<file path="config.mk">
export PLATFORM = sky130hd
export DESIGN_NAME = rbei_ctrl
export DESIGN_NICKNAME = d
export VERILOG_FILES = /design/src/rtl/core/rbei_pkg.sv /design/src/rtl/core/rbei_ctrl.sv
export SDC_FILE = /design/constraint.sdc
export NUM_CORES = 1
export LEC_CHECK = 0
export ABC_CLOCK_PERIOD_IN_PS = 1200
export BUFFER_PORTS_ARGS = -buffer_cell sky130_fd_sc_hd__buf_2
export CORE_AREA = 2 2 39 41
export DETAILED_ROUTE_END_ITERATION = 6
export DIE_AREA = 0 0 41 43
export GPL_ROUTABILITY_DRIVEN = 0
export HOLD_SLACK_MARGIN = 0.12
export SYNTH_ARGS = -nofsm -noshare
export SYNTH_HDL_FRONTEND = slang
export SYNTH_SLANG_ARGS = --single-unit
export TNS_END_PERCENT = 30
</file>
<file path="constraint.sdc">
create_clock -name clk -period 1.2 [get_ports clk]
set_input_delay 0.12 -clock clk [delete_from_list [all_inputs] [get_ports clk]]
set_output_delay 0.12 -clock clk [all_outputs]
set_load 0.02 [all_outputs]
</file>
<file path="src/rtl/core/rbei_pkg.sv">
// Shared types and constants for the rigid body Euler integrator.
`timescale 1ns / 1ps
package rbei_pkg;

    localparam int unsigned FX_W   = 32;
    localparam int unsigned ID_W   = 16;
    localparam int unsigned DAMP_W = 17;
    localparam int unsigned OP_W   = 3;
    localparam int unsigned ST_W   = 2;
    localparam int unsigned CFG_IDX_W = 3;

    typedef enum logic [OP_W-1:0] {
        OP_CREATE   = 3'd0,
        OP_DESTROY  = 3'd1,
        OP_ADDFORCE = 3'd2,
        OP_SETVEL   = 3'd3,
        OP_SETDAMP  = 3'd4,
        OP_READ     = 3'd5,
        OP_STEP     = 3'd6,
        OP_NONE     = 3'd7
    } op_t;

    typedef enum logic [ST_W-1:0] {
        ST_OK        = 2'd0,
        ST_NOT_FOUND = 2'd1,
        ST_BAD_MASS  = 2'd2,
        ST_FULL      = 2'd3
    } status_t;

    localparam logic [CFG_IDX_W-1:0] CFG_GRAV_X = 3'd0;
    localparam logic [CFG_IDX_W-1:0] CFG_GRAV_Y = 3'd1;
    localparam logic [CFG_IDX_W-1:0] CFG_GRAV_Z = 3'd2;
    localparam logic [CFG_IDX_W-1:0] CFG_GROUND = 3'd3;
    localparam logic [CFG_IDX_W-1:0] CFG_IDAMP  = 3'd4;

    typedef struct packed {
        logic [OP_W-1:0]          operation;
        logic [ID_W-1:0]          body_id;
        logic signed [FX_W-1:0]   vec_x;
        logic signed [FX_W-1:0]   vec_y;
        logic signed [FX_W-1:0]   vec_z;
        logic signed [FX_W-1:0]   mass;
        logic [DAMP_W-1:0]        damping_rate;
        logic [DAMP_W-1:0]        delta_time;
    } in_item_t;

    typedef struct packed {
        logic [ST_W-1:0]          status;
        logic [ID_W-1:0]          result_id;
        logic signed [FX_W-1:0]   pos_x;
        logic signed [FX_W-1:0]   pos_y;
        logic signed [FX_W-1:0]   pos_z;
        logic signed [FX_W-1:0]   vel_x;
        logic signed [FX_W-1:0]   vel_y;
        logic signed [FX_W-1:0]   vel_z;
    } out_item_t;

    // Datapath commands issued by the controller.
    typedef struct packed {
        logic       scan_start;   // begin slot sweep
        logic       upd_start;    // begin op on found or free slot
        logic       fin_start;    // build result item
    } dp_cmd_t;

    typedef struct packed {
        logic       scan_done;
        logic       upd_done;
        logic       fin_done;
    } dp_stat_t;

    function automatic logic signed [FX_W-1:0] sat32(input logic signed [FX_W+1:0] x);
        logic signed [FX_W+1:0] mx;
        logic signed [FX_W+1:0] mn;
        begin
            mx = {3'b000, {(FX_W-1){1'b1}}};
            mn = {3'b111, {(FX_W-1){1'b0}}};
            if (x > mx)
                sat32 = {1'b0, {(FX_W-1){1'b1}}};
            else if (x < mn)
                sat32 = {1'b1, {(FX_W-1){1'b0}}};
            else
                sat32 = x[FX_W-1:0];
        end
    endfunction

endpackage

</file>
<file path="src/rtl/core/rbei_ctrl.sv">
// Operation sequencer for the integrator: scan, update, respond.
`timescale 1ns / 1ps
module rbei_ctrl (
    input  logic               clk,
    input  logic               rst_n,
    input  logic               in_fire,
    input  logic               out_fire,
    input  rbei_pkg::dp_stat_t stat,
    output rbei_pkg::dp_cmd_t  cmd,
    output logic               busy,
    output logic               out_valid
);
    import rbei_pkg::*;

    typedef enum logic [4:0] {
        S_IDLE = 5'b00001,
        S_SCAN = 5'b00010,
        S_UPD  = 5'b00100,
        S_FIN  = 5'b01000,
        S_OUT  = 5'b10000
    } state_t;

    state_t state_reg, state_next;

    always_comb
    begin
        state_next = state_reg;
        cmd = '0;
        case (state_reg)
            S_IDLE:
            begin
                if (in_fire)
                begin
                    cmd.scan_start = 1'b1;
                    state_next = S_SCAN;
                end
            end
            S_SCAN:
            begin
                if (stat.scan_done)
                begin
                    cmd.upd_start = 1'b1;
                    state_next = S_UPD;
                end
            end
            S_UPD:
            begin
                if (stat.upd_done)
                begin
                    cmd.fin_start = 1'b1;
                    state_next = S_FIN;
                end
            end
            S_FIN:
            begin
                if (stat.fin_done)
                    state_next = S_OUT;
            end
            S_OUT:
            begin
                if (out_fire)
                    state_next = S_IDLE;
            end
            default: state_next = S_IDLE;
        endcase
    end

    always_ff @(posedge clk or negedge rst_n)
    begin
        if (!rst_n)
            state_reg <= S_IDLE;
        else
            state_reg <= state_next;
    end

    assign busy      = (state_reg != S_IDLE);
    assign out_valid = (state_reg == S_OUT);

`ifndef SYNTHESIS
    a_onehot: assert property (@(posedge clk) disable iff (!rst_n) $onehot(state_reg))
        else $error("state not one-hot");
    a_out_hold: assert property (@(posedge clk) disable iff (!rst_n)
        (out_valid && !out_fire) |=> out_valid)
        else $error("result dropped");
    a_no_accept_busy: assert property (@(posedge clk) disable iff (!rst_n)
        busy |-> !in_fire)
        else $error("item taken while busy");
`endif
endmodule

</file>
# --- After elaboration in Yosys (flattened, before gate mapping) ---
# Cells that the tools add are included.
word_totals:
  reg_bits: 5
  inputBits: 7
  elab_cells: 25
op_classes:
  eq_ne: 11
  mux: 12
  n_reduce_logical: 1
ops:
  columns: ["op", "n"]
  rows:
  - ["2-to-1 mux 5 bit", 5]
  - ["case mux 5 bit (5 select lines)", 1]
  - ["inequality test 2 bit (second input constant)", 5]
  - ["2-to-1 mux 1 bit", 6]
  - ["== test 5 x 1 -> 1 bit (second input constant)", 1]
  - ["== test 5 x 2 -> 1 bit (second input constant)", 1]
  - ["== test 5 x 3 -> 1 bit (second input constant)", 1]
  - ["== test 5 x 4 -> 1 bit (second input constant)", 1]
  - ["== test 5 bit (second input constant)", 1]
  - ["inequality test 5 x 1 -> 1 bit (second input constant)", 1]
  - ["AND reduction 5 bit", 1]

# --- Logic depth before layout (Yosys ltp) ---
# Gate-level depths: netlist of run 1.
depth:
  word_depth: 3
  depth_mapped: 4
  depth_no_buf: 3

# --- Worst setup path before layout of run 1 ---
# No wires, ideal clock.
synth_path:
  path_type: "reg-to-output"
  from: "register state_reg[0]"
  to: "output cmd[2] (netlist name)"
  t_arrival_ns: 1.425
  required_time_ns: 1.080
  slack_ns: -0.345
  path_stages_with_launch: 4
  n_path_buf: 0
  path_cell_list: "dfstp_2 or2b_2 or2_4 nor2_1"
synth_lines:
  columns: ["item", "line", "text"]
  rows:
  - ["start, declared", "rbei_ctrl.sv:23", "state_t state_reg, state_next;"]
  - ["start signal, assigned", "rbei_ctrl.sv:73", "state_reg <= state_next;"]
  - ["end, declared", "rbei_ctrl.sv:9", "output rbei_pkg::dp_cmd_t cmd,"]

==> results of run 1 <==
through the flow:
step | setup TNS, ns | hold slack, ns | util
floorplan | -0.525 | -0.176 | -
global placement | -0.957 | -0.0620 | 0.344
detailed placement | -0.917 | -0.0609 | 0.344
CTS | -2.45 | 0.156 | 0.424
global route | -2.97 | 0.166 | 0.458
finish | -2.40 | 0.157 | 0.458
synthesized netlist by cell type:
cell type  number
a21oi_1         4
and3b_1         1
and4_1          1
buf_2           1
buf_6           1
dfrtp_1         4
dfstp_2         1
inv_1           1
nand2_1         1
nand3b_1        1
nor2_1          5
nor3_1          2
nor4_1          2
o211a_1         1
o21ai_0         1
o32ai_1         1
or2_1           1
or2_2           1
or2_4           1
or2b_2          1
or3_1           1
or3_4           1
or3b_1          2
or3b_2          1
xor2_1          1
routing by layer:
| metal | wire length (um) | up-vias | global-route usage |
|---|---|---|---|
| met3 | 47 | 0 | 0.0628 |
| li1 | - | 195 | - |
| met2 | 449 | 10 | 0.188 |
| met1 | 420 | 173 | 0.138 |
| met4 | 0 | 0 | 0.0200 |
| met5 | 0 | - | 0 |
final timing paths:
path	slack [ns]	cells past startpoint	startpoint	to
setup / recovery	-0.42	4	state_reg[0]	cmd[2]
hold / removal	0.16	3	stat[0]	state_reg[3]
setup reg to reg	-0.23	6	state_reg[0]	state_reg[0]
hold reg to reg	0.60	2	state_reg[4]	state_reg[2]
max in group asynchronous	0.77	2	rst_n	state_reg[0]
min in group asynchronous	0.22	2	rst_n	state_reg[2]
layout make-up:
class / instances / area (sq um) / area share
tap: 16 / 20.0 / 0.0316
clock inverter: 1 / 5.00 / 0.00789
timing repair buffer: 26 / 206 / 0.325
inverter: 1 / 3.75 / 0.00592
multi-input combinational: 30 / 250 / 0.394
clock buffer: 3 / 22.5 / 0.0355
sequential: 5 / 126 / 0.199
power by group through the flow:
stage / sequential [uW] / combinational, uW / clock, uW
2_1_floorplan: 275 / 382 / 0
3_3_place_gp: 268 / 593 / 0
3_5_place_dp: 266 / 596 / 0
4_1_cts: 262 / 716 / 207
5_1_grt: 269 / 852 / 217
6_report: 262 / 797 / 195
worst max-delay path, delay by kind of cell (launching register included):
family / cells / cell delay [ns]
AND/OR/NAND/NOR: 3 / 0.61
flip-flops: 1 / 0.52
buffers and inverters: 1 / 0.12
timing repair:
item	4_1_cts	5_1_grt
setup buffers	4	1
gates resized for setup	9	11
endpoints found under the setup margin	9	9
hold endpoints to repair	6	0
hold buffers	2	0
gates cloned	0	0
pin swaps	3	3
cell families (layout without fill, tap and decap cells):
kind of cell | Yosys count | in the layout | share of synthesized area
compound gates | 7 | 7 | 0.128
buf+inv | 3 | 31 | 0.0584
simple gates | 22 | 22 | 0.420
flops | 5 | 5 | 0.369
xor+xnor | 1 | 1 | 0.0256
cell usage in the layout (no fill, tap or decap), types with 2 or more instances in the layout:
cell type and count:
dfrtp_1 4, a21oi_1 2, dlygate4sd3_1 2, or2_4 2, nor2_4 2, clkbuf_4 3, or3b_4 2, nor2_1 3
buf_4 9, or3_4 2, nor3_2 2, buf_6 7, buf_2 8, a21oi_2 2
==> results by group, run 1 <==
Global routing
  – Vias in the first global route: 348
  – First-pass GRT wire length: 1.41 mm
  – Largest net degree at the start of global routing: 11
  – GR Util All Layers: 0.118
  – Antenna violations before repair: 0
  – Gr ovfl total: 0

Route
  – DR WL/cell: 11.2 um
  – Vias per cell: 4.61
  – Post-Route WL: 917 um
  – DRC viols: 0
  – Via count: 378
  – Number of DRC markers in iteration 0: 2
  – Drt pass-1 iters: 2
  – Antenna Violating Nets Remaining: 0

Layout
  – Design Area, Final: 634 sq um
  – Nets@finish: 74
  – Max FFs per register: 5
  – Final Non-Filler Cells: 82
  – Fill cell count: 150
  – Layout cells sized above 1: 0.652
  – N_diodes: 0
  – Synthesis-to-finish area growth: 85.0%

Critical path
  – Req. time, crit path: 1.08 ns
  – WS Path Type: reg2out
  – Setup crit start kind: register
  – Crit-path slowest cell: dfstp_2
  – Worst-path maximum fanout: 3
  – CP Capture Type: output pin
  – Arrival time worst endpoint: 1.50 ns
  – Crit path cell chain: or2b_4, or2_4, nor2_4, buf_6
  – Slowest Stage Delay on Critical Path: 0.52 ns

Power
  – Pleak: 0.000314 uW
  – Reg power frac: 0.209
  – P_sw: 468 uW
  – Final Power: 1250 uW
  – PwrDens: 1980 nW/um^2
  – Worst VDD drop: 0.00113 V
  – Combinational share of power: 0.636
  – Sw frac: 0.373
  – Clock share of power: 0.155
  – Internal power: 787 uW

STA
  – Slew @ Worst Pin: 0.236 ns
  – Final period util: 1.35
  – Final Worst Setup Slack: -0.416 ns
  – RSZ-0062 raised after global routing: yes
  – Max Clock Freq: 0.619 GHz
  – Final setup violation count: 8
  – Max Slew Vio Count: 0
  – Min cycle time layout: 1.62 ns
  – Clock Skew: 0.00141 ns
  – Slew headroom: 0.841
  – Count of final hold-check violations: 0

Yosys
  – Largest cells by area after synthesis: dfrtp_1, dfstp_2, a21oi_1
  – Unique masters post-synth: 25
  – Sequential area share after synthesis: 0.369
  – Yosys Warn Count: 0
  – Post-synthesis register bit count: 5
  – Top cell type's share of synthesized area: 0.292
  – Cell area after synthesis: 343 sq um
  – Gate Count Post-Synth: 38
  – Syn Nets: 45
  – Cell taking the most area after synthesis: dfrtp_1
  – Post-Syn Area per Cell: 9.02 sq um

Die
  – Initial Util: 0.248
  – Die Span X: 41 um
  – I/O pin cnt: 12
  – Die H: 43 um
  – Core area: 1380 sq um
  – # rows: 14
  – Die area: 1760 sq um

CTS
  – Clock Latency Late Sink: 0.24 ns
  – Reg clk slew, reported paths: 0.05 ns
  – Sink Count: 5
  – Root Buffer: clkbuf_4
  – Cts bufs inserted: 3
  – H-Tree Depth: 1
  – Longest Clk Path Bufs: 2
  – CTS tree: done

Min path
  – Worst hold path type: in2reg

Place
  – HPWL after DPL: 640 um
  – Buffers on Ports: 11
  – Pre-CTS WS: -0.224 ns
  – DP Area: 477 sq um
  – Placed Instances: 71

Outcome
  – Outcome: finished with violations
  – Failing checks: setup timing

Flow run
  – Max_cap viols: 0
Note: power is estimated with default switching activity, not from simulation.
==> inputs of run 2 (changes only) <==
--- a/config.mk
+++ b/config.mk
@@ -12,6 +12,7 @@
 export DIE_AREA = 0 0 41 43
 export GPL_ROUTABILITY_DRIVEN = 0
 export HOLD_SLACK_MARGIN = 0.12
+export PLACE_DENSITY = 0.53
 export SYNTH_ARGS = -nofsm -noshare
 export SYNTH_HDL_FRONTEND = slang
 export SYNTH_SLANG_ARGS = --single-unit
==> results by group, run 2 (same netlist as run 1, synthesis figures left out) <==
Power
  – Reg power frac: 0.231
  – Internal power: 714 uW
  – P_sw: 419 uW
  – PwrDens: 1980 nW/um^2
  – Worst VDD drop: 0.00116 V
  – Final Power: 1130 uW
  – Pleak: 0.000284 uW
  – Sw frac: 0.370
  – Clock share of power: 0.168
  – Combinational share of power: 0.601

CTS
  – Clock Latency Late Sink: 0.24 ns
  – H-Tree Depth: 1
  – Sink Count: 5
  – Reg clk slew, reported paths: 0.04 ns
  – CTS tree: done
  – Cts bufs inserted: 3
  – Root Buffer: clkbuf_4
  – Longest Clk Path Bufs: 2

Global routing
  – First-pass GRT wire length: 1.42 mm
  – Gr ovfl total: 0
  – Vias in the first global route: 354
  – Antenna violations before repair: 0
  – Largest net degree at the start of global routing: 11
  – GR Util All Layers: 0.120

Critical path
  – CP Capture Type: output pin
  – Slowest Stage Delay on Critical Path: 0.39 ns
  – Arrival time worst endpoint: 1.49 ns
  – Crit-path slowest cell: or3_4
  – Crit path cell chain: or3_4, or2_4, nor2_4, buf_6
  – WS Path Type: reg2out
  – Req. time, crit path: 1.08 ns
  – Worst-path maximum fanout: 3
  – Setup crit start kind: register

STA
  – Max Clock Freq: 0.623 GHz
  – Min cycle time layout: 1.61 ns
  – Slew headroom: 0.840
  – RSZ-0062 raised after global routing: yes
  – Final setup violation count: 8
  – Final period util: 1.34
  – Clock Skew: 0.00418 ns
  – Final Worst Setup Slack: -0.406 ns
  – Count of final hold-check violations: 0
  – Slew @ Worst Pin: 0.238 ns
  – Max Slew Vio Count: 0

Die
  – I/O pin cnt: 12
  – Die Span X: 41 um
  – Core area: 1380 sq um
  – Die area: 1760 sq um
  – Initial Util: 0.248
  – Die H: 43 um
  – # rows: 14

Layout
  – N_diodes: 0
  – Synthesis-to-finish area growth: 66.8%
  – Layout cells sized above 1: 0.581
  – Design Area, Final: 572 sq um
  – Fill cell count: 152
  – Commonest non-fill, non-tap cell in the layout: buf_4
  – Max FFs per register: 5
  – Most frequent cells in the layout: buf_4, buf_2, dfrtp_1
  – Nets@finish: 70

Place
  – Pre-CTS WS: -0.234 ns
  – HPWL after DPL: 658 um
  – Buffers on Ports: 11
  – DP Area: 469 sq um

Route
  – Antenna Violating Nets Remaining: 0
  – Vias per cell: 4.60
  – DR WL/cell: 11.0 um
  – Post-Route WL: 859 um
  – Number of DRC markers in iteration 0: 7
  – Drt pass-1 iters: 4
  – DRC viols: 0
  – Via count: 359

Min path
  – Worst hold path type: in2reg

Outcome
  – Failing checks: setup timing
  – Outcome: finished with violations

Flow run
  – Max_cap viols: 0
[run 2: changes by cell type in the layout (fill, tap and decap cells not counted)]
| cell | previous run | this run |
|---|---|---|
| buf_6 | 7 | 3 |
| clkbuf_1 | 0 | 1 |
| clkinv_2 | 1 | 0 |
| nor2_2 | 0 | 1 |
| nor2_4 | 2 | 1 |
| nor4_1 | 1 | 2 |
| nor4_2 | 1 | 0 |
| or2_2 | 0 | 1 |
| or2_4 | 2 | 1 |
| or3b_1 | 1 | 2 |
| or3b_4 | 2 | 1 |
[run 2: cell type report]
cell class	instances	area [sq um]	area share
sequential	5	126	0.221
multi-input combinational	30	234	0.409
timing repair buffer	22	161	0.282
tap	16	20.0	0.0350
clock buffer	4	26.3	0.0460
inverter	1	3.75	0.00656
[run 2: worst paths after layout]
path                               from           end  slack, ns  cells after the start
max                        state_reg[3]        cmd[2]      -0.41                      4
min                             stat[0]  state_reg[3]       0.16                      3
max reg2reg                state_reg[0]  state_reg[1]      -0.18                      4
min reg2reg                state_reg[4]  state_reg[2]       0.50                      1
max in group asynchronous         rst_n  state_reg[0]       0.77                      2
min in group asynchronous         rst_n  state_reg[4]       0.22                      2
[run 2: stage by stage]
stage	TNS, ns	instances	hold slack (ns)	utilization
finish	-1.97	78	0.159	0.413
detailed placement	-1.04	70	-0.0621	0.339
floorplan	-0.525	38	-0.176	-
CTS	-2.14	78	0.156	0.408
global route	-2.45	78	0.157	0.413
global placement	-0.872	70	-0.0625	0.339
[run 2: worst max-delay path, delay by kind of cell, from the launching register on]
kind | cells | cell delay [ns]
buf+inv | 1 | 0.11
flops | 1 | 0.38
simple gates | 3 | 0.75
[run 2: per-layer routing]
layer	share of wire	global-route usage	vias to the layer above
met5	0	0	-
met4	0	0.0200	0
met3	0.059	0.0785	0
met2	0.46	0.169	10
met1	0.48	0.154	165
li1	-	-	184
[run 2: repair_timing]
action / in CTS / in global routing
resized for setup: 10 / 2
cloned: 0 / 0
setup endpoints to repair: 9 / 8
endpoints found under the hold margin: 6 / 0
setup buffers: 2 / 0
hold buffers: 2 / 0
pin swaps: 5 / 3
[run 2: power groups by stage]
stage               Sequential (uW)  Clock [uW]  Combinational, uW
detailed placement              261           0                581
global route                    268         210                749
CTS                             261         199                677
global placement                259           0                583
finish                          261         190                681
floorplan                       275           0                382
